**config.mk**
```make
export PLATFORM = sky130hd
export DESIGN_NAME = fr_front
export DESIGN_NICKNAME = d
export VERILOG_FILES = /design/src/rtl/core/fr_pkg.sv /design/src/rtl/core/fr_front.sv
export SDC_FILE = /design/constraint.sdc
export NUM_CORES = 2
export LEC_CHECK = 0
export ABC_CLOCK_PERIOD_IN_PS = 8500
export BUFFER_PORTS_ARGS = -buffer_cell sky130_fd_sc_hd__buf_2
export CAP_MARGIN = 40
export CORE_MARGIN = 1
export CORE_UTILIZATION = 59
export DETAILED_ROUTE_END_ITERATION = 10
export PLACE_DENSITY_LB_ADDON = 0.25
export RECOVER_POWER = 25
export SETUP_SLACK_MARGIN = 0.3
export SLEW_MARGIN = 20
export SYNTH_ARGS = -nofsm -noshare
export SYNTH_HDL_FRONTEND = slang
export SYNTH_SLANG_ARGS = --single-unit
```
**constraint.sdc**
```tcl
create_clock -name clk -period 8.5 [get_ports clk]
set_input_delay 1.7 -clock clk [delete_from_list [all_inputs] [get_ports clk]]
set_output_delay 1.7 -clock clk [all_outputs]
set_load 0.02 [all_outputs]
```
**src/rtl/core/fr_pkg.sv**
```systemverilog
`default_nettype none
package fr_pkg;

  // Fraction bits of the vector and index inputs
  localparam int FRAC_BITS = 12;

  // Internal angle quantities are Q30
  localparam int Q_BITS = 30;
  localparam int ROOT_W = Q_BITS + 1;
  localparam int RAD_W  = 2 * Q_BITS + 1;
  localparam int SQ_W   = 2 * ROOT_W;
  localparam int DVD_W  = 2 * ROOT_W;
  localparam int DVS_W  = 32;

  localparam int ETA_W  = (FRAC_BITS + 1 > 16) ? FRAC_BITS + 1 : 16;
  localparam int P_W    = ETA_W + ROOT_W;
  localparam int S_W    = P_W + 1;
  localparam int SH_W   = $clog2(S_W - DVS_W + 2);

  localparam int C_SHR  = (2 * FRAC_BITS > Q_BITS) ? 2 * FRAC_BITS - Q_BITS : 0;
  localparam int C_SHL  = (2 * FRAC_BITS > Q_BITS) ? 0 : Q_BITS - 2 * FRAC_BITS;

  localparam int RES_W  = 17;
  localparam int RND_SH = 2 * Q_BITS - (RES_W - 1) + 1;
  localparam int SUM_W  = SQ_W + 1;

  localparam logic [SQ_W-1:0]  ONE_SQ  = SQ_W'(1) << (2 * Q_BITS);
  localparam logic [ETA_W-1:0] ETA_ONE = ETA_W'(1) << FRAC_BITS;
  localparam logic [RES_W-1:0] RES_ONE = RES_W'(1) << (RES_W - 1);

  typedef struct packed {
    logic signed [15:0] incident_x;
    logic signed [15:0] incident_y;
    logic signed [15:0] incident_z;
    logic signed [15:0] normal_x;
    logic signed [15:0] normal_y;
    logic signed [15:0] normal_z;
    logic [15:0]        refr_index;
  } fr_in_t;

  typedef struct packed {
    logic [RES_W-1:0] reflectance;
    logic             total_internal;
  } fr_out_t;

  // Per-item data carried beside the arithmetic through the long units
  typedef struct packed {
    logic [ROOT_W-1:0] c;
    logic [ETA_W-1:0]  eta_i;
    logic [ETA_W-1:0]  eta_t;
    logic              tir;
    logic              spec;
  } fr_side_t;

endpackage
`default_nettype wire

```
**src/rtl/core/fr_front.sv**
```systemverilog
`default_nettype none
module fr_front import fr_pkg::*; (
  input  wire logic           clk,
  input  wire logic           rst,
  input  wire logic           en,
  input  wire logic           in_valid,
  input  wire fr_in_t         in_data,
  output logic                out_valid,
  output logic [RAD_W-1:0]    radicand,
  output fr_side_t            side
);

  localparam logic signed [41:0] ONE2 = 42'(64'sd1 << (2 * FRAC_BITS));

  logic              v1, v2, v3;
  logic signed [31:0] p0, p1, p2;
  logic [ETA_W-1:0]  eta1;
  fr_side_t          side2, side3;
  logic [SQ_W-1:0]   c2;

  logic signed [33:0] dot;
  logic signed [41:0] dotw, dotc;
  logic [41:0]        mag;
  logic               leaving;
  fr_side_t           side_next;

  always_comb begin
    dot  = 34'(p0) + 34'(p1) + 34'(p2);
    dotw = 42'(dot);
    if (dotw > ONE2) begin
      dotc = ONE2;
    end else if (dotw < -ONE2) begin
      dotc = -ONE2;
    end else begin
      dotc = dotw;
    end
    leaving = dotc > 42'sd0;
    mag = dotc[41] ? 42'(-dotc) : 42'(dotc);
    side_next.c     = ROOT_W'((mag >> C_SHR) << C_SHL);
    side_next.eta_i = leaving ? eta1 : ETA_ONE;
    side_next.eta_t = leaving ? ETA_ONE : eta1;
    side_next.tir   = 1'b0;
    side_next.spec  = 1'b0;
  end

  always_ff @(posedge clk) begin
    if (rst) begin
      v1 <= 1'b0;
      v2 <= 1'b0;
      v3 <= 1'b0;
      out_valid <= 1'b0;
    end else if (en) begin
      v1 <= in_valid;
      v2 <= v1;
      v3 <= v2;
      out_valid <= v3;
    end
  end

  always_ff @(posedge clk) begin
    if (en) begin
      p0 <= 32'(in_data.incident_x) * 32'(in_data.normal_x);
      p1 <= 32'(in_data.incident_y) * 32'(in_data.normal_y);
      p2 <= 32'(in_data.incident_z) * 32'(in_data.normal_z);
      // zero index counts as one LSB
      eta1 <= (in_data.refr_index == 16'd0) ? ETA_W'(1) : ETA_W'(in_data.refr_index);
      side2 <= side_next;
      c2 <= side2.c * side2.c;
      side3 <= side2;
      radicand <= RAD_W'(ONE_SQ - c2);
      side <= side3;
    end
  end

endmodule
`default_nettype wire

```
==> results.md <==
- Total grt overflow: 0
- Worst hold start: side2[8]$_SDFFCE_PN0P_
- Max-slew headroom: -197%
- IO buf count: around 220
- Vias: roughly 42000
- Max Fanout on Critical Path: 12
- Diode count: 0
- Dpl cells: just under 8000
- CP max stage delay: between 0.5 and 0.6 ns
- Worst-Skew Late Latency: between 0.6 and 0.7 ns
- Slowest cell on crit path: fa_1
- Initial Util: roughly three fifths
- Fin. max-slew vios: 74
- R2R cell count: 28
- Worst hold path depth: 0
- Cell mode on critical path: fa_1
- Wirelength, routed: 138000 um
- Commonest non-fill, non-tap cell in the layout: inv_1
- Total of max-cap violations: 1
- Number of global-route vias before repair: ~45000
- Routed len/inst: approximately 18 um
- Via density: ~5.4
- Startpoint Class: register
- Final hold violation count: 0
- DP Wirelength: 113000 um
- Slew at the pin closest to its max-slew limit: roughly 4.4 ns
- IO Pins: ~240
- Top FF cell, synth: edfxtp_1
- CP top delay family: adder cells
- Fin cells: 7769
- Number of DRC markers in iteration 0: 2647
- Final-stage net count: just over 8000
- Violated checks: design-rule violations, max-capacitance violations, max-slew violations
- Row Count: between 100 and 150
- Final Critical Period: between 8 and 9 ns
- DRC violations left: 20
- Maximum clock rate: around 120 MHz
- Hold Crit Class: register to register
- Worst path required time: between 8 and 9 ns
- GRT Total Usage: around 27%
- EDFF count, synth: 377
- Setup crit end kind: register
- RR Startpoint: side2[44]$_DFFE_PP_
- RSZ-0062 raised after global routing: false
- Final worst hold slack: slightly above 0.4 ns
- Async SR Flop Fraction: 0%
- CTS tree: done
- #FFs+latches synth: 381
- Die ar.: about 0.11 sq mm
- GP Congestion: 0.900
- Post-route antenna net violation count: 0
- Setup TNS: 0 ns
- CP Buf/Inv Count: 8
- Final core utilization: roughly 63%
- Layout cells sized above 1: 5.94%
- Placeable Area: 0.105 sq mm
- Clock Skew: 0.0443 ns
- H-tree depth: 2
- Drt pass-1 iters: 8
- Worst-path clk slew: 0.06 ns
- Yosys warning count: 0
- Worst Path Arrival: about 8.4 ns
- Area Growth Syn to Fin: 6.53%
- Synthesized area: 0.0628 sq mm
- DIE HEIGHT: between 300 and 400 um
- Clock Tree Root: clkbuf_16
- Yosys cell types: 86
- Largest net degree at the start of global routing: about 160
- Period utilization: approximately 94%
- Initial antenna violation count: 0
- Average cell area after synthesis: ~10 sq um
- Hold Path Sink: side3[8]$_DFFE_PP_
- Max Root-Sink Buffers: 3
- Status: finished, violations left
- Final setup vio count: 0
- Sink Count: 381
- TritonCTS Buffers: between 40 and 50
- Register area share after synthesis: a little under a fifth
- Mapped Cells: between 6000 and 7000
- First-pass GRT wire length: 229000 um
- Worst r2r dst: c2[58]$_DFFE_PP_
- Most frequent cells in the layout: inv_1 (1541), fa_1 (1285), nand2_1 (671)
- Crit Path Class: register to register
- R2R setup slack: ~0.48 ns
- Horiz. Die Dim: roughly 330 um
Yosys cell counts, drive strengths merged, types with 5 or more instances:
cell / number / share of area [%]
or4: 9 / 0.12
or2: 10 / 0.10
nand4: 17 / 0.17
a21oi: 156 / 1.2
nor2: 167 / 1.0
xnor2: 178 / 2.5
nand2: 671 / 4.0
o31a: 6 / 0.084
a211oi: 19 / 0.25
a21boi: 8 / 0.096
mux2i: 7 / 0.11
clkbuf: 185 / 1.1
nand3: 34 / 0.28
o211ai: 14 / 0.17
and3: 18 / 0.18
edfxtp: 377 / 18
o21bai: 32 / 0.38
inv: 1541 / 9.2
and2: 454 / 4.5
nor2b: 21 / 0.22
a21o: 74 / 0.88
nor4: 14 / 0.19
a211o: 5 / 0.070
and4: 5 / 0.070
a41oi: 6 / 0.096
ha: 466 / 9.3
o2111ai: 6 / 0.084
o31ai: 9 / 0.11
buf: 27 / 0.30
nand2b: 75 / 0.76
o21a: 22 / 0.26
o21ai: 70 / 0.56
a31oi: 12 / 0.12
fa: 1285 / 41
or3: 21 / 0.22
xor2: 61 / 0.85
nor3: 46 / 0.39
area by class of cell:
cell class | count | area [sq um]
clock buffers | 50 | 1120
clock inverters | 28 | 340
fillers | 8652 | 38500
inverters | 1541 | 5780
multi-input cells | 4078 | 44800
flip-flops and latches | 381 | 11400
well taps | 1391 | 1740
repair buffers | 300 | 1700
worst max-delay path by stage:
stage,from,endpoint,slack (ns),cells after the start
floorplan,in_data[90],p1[31]$_DFFE_PP_,0.51,25
global placement,in_data[33],p1[31]$_DFFE_PP_,0.08,25
detailed placement,in_data[33],p1[31]$_DFFE_PP_,-0.07,25
CTS,side2[51]$_DFFE_PP_,c2[58]$_DFFE_PP_,0.47,29
global route,side2[44]$_DFFE_PP_,c2[58]$_DFFE_PP_,0.21,28
finish,side2[44]$_DFFE_PP_,c2[58]$_DFFE_PP_,0.48,28
sequential cells by signal (all words and copies together), names as in the netlist:
| register | cells |
|---|---|
| p1 | 32 |
| radicand | 48 |
| p0 | 32 |
| v2 | 1 |
| side | 56 |
| v1 | 1 |
| eta1 | 16 |
| c2 | 47 |
| out_valid | 1 |
| p2 | 32 |
| v3 | 1 |
| side3 | 57 |
| side2 | 57 |
timing repair:
item,in CTS,in global routing
resized for setup,0,3
endpoints found under the hold margin,0,0
endpoints found under the setup margin,0,5
hold buffers,0,0
buffers inserted,0,5
worst reg2reg max path, delay by kind of cell, from the launching register on:
kind                     cells  cell delay (ns)
flip-flops                   1             0.48
adder cells (fa/ha/maj)      8             3.80
XOR/XNOR                     1             0.08
AO/OA/AOI/OAI                8             1.98
AND/OR/NAND/NOR              3             0.56
buffers and inverters        8             0.85
per-stage QoR:
| step | setup WS (ns) | area [sq um] |
|---|---|---|
| floorplan | 0.514 | 62900 |
| global placement | 0.0762 | 65400 |
| detailed placement | -0.0693 | 65400 |
| CTS | 0.468 | 66900 |
| global route | 0.206 | 66900 |
| finish | 0.481 | 66900 |
kinds of logic after synthesis:
kind of cell	synth area share, %
adder cells (fa/ha/maj)	50.2
other	0.00597
buffers and inverters	10.6
AND/OR/NAND/NOR	12.4
XOR/XNOR	3.33
multiplexers	0.183
flip-flops	18.2
AO/OA/AOI/OAI	5.10
routing by layer:
metal / GRT usage, % / vias up / part of all wire [%]
met5: 0 / - / 0
met4: 8.44 / 0 / 3.2
met3: 2.93 / 232 / 5.3
met2: 47.8 / 1234 / 52
met1: 34.4 / 21400 / 40
li1: - / 19000 / -
Power is left out: the tool's default activity adds up to more than one toggle a clock period on the data nets, which glitch-free logic cannot reach.
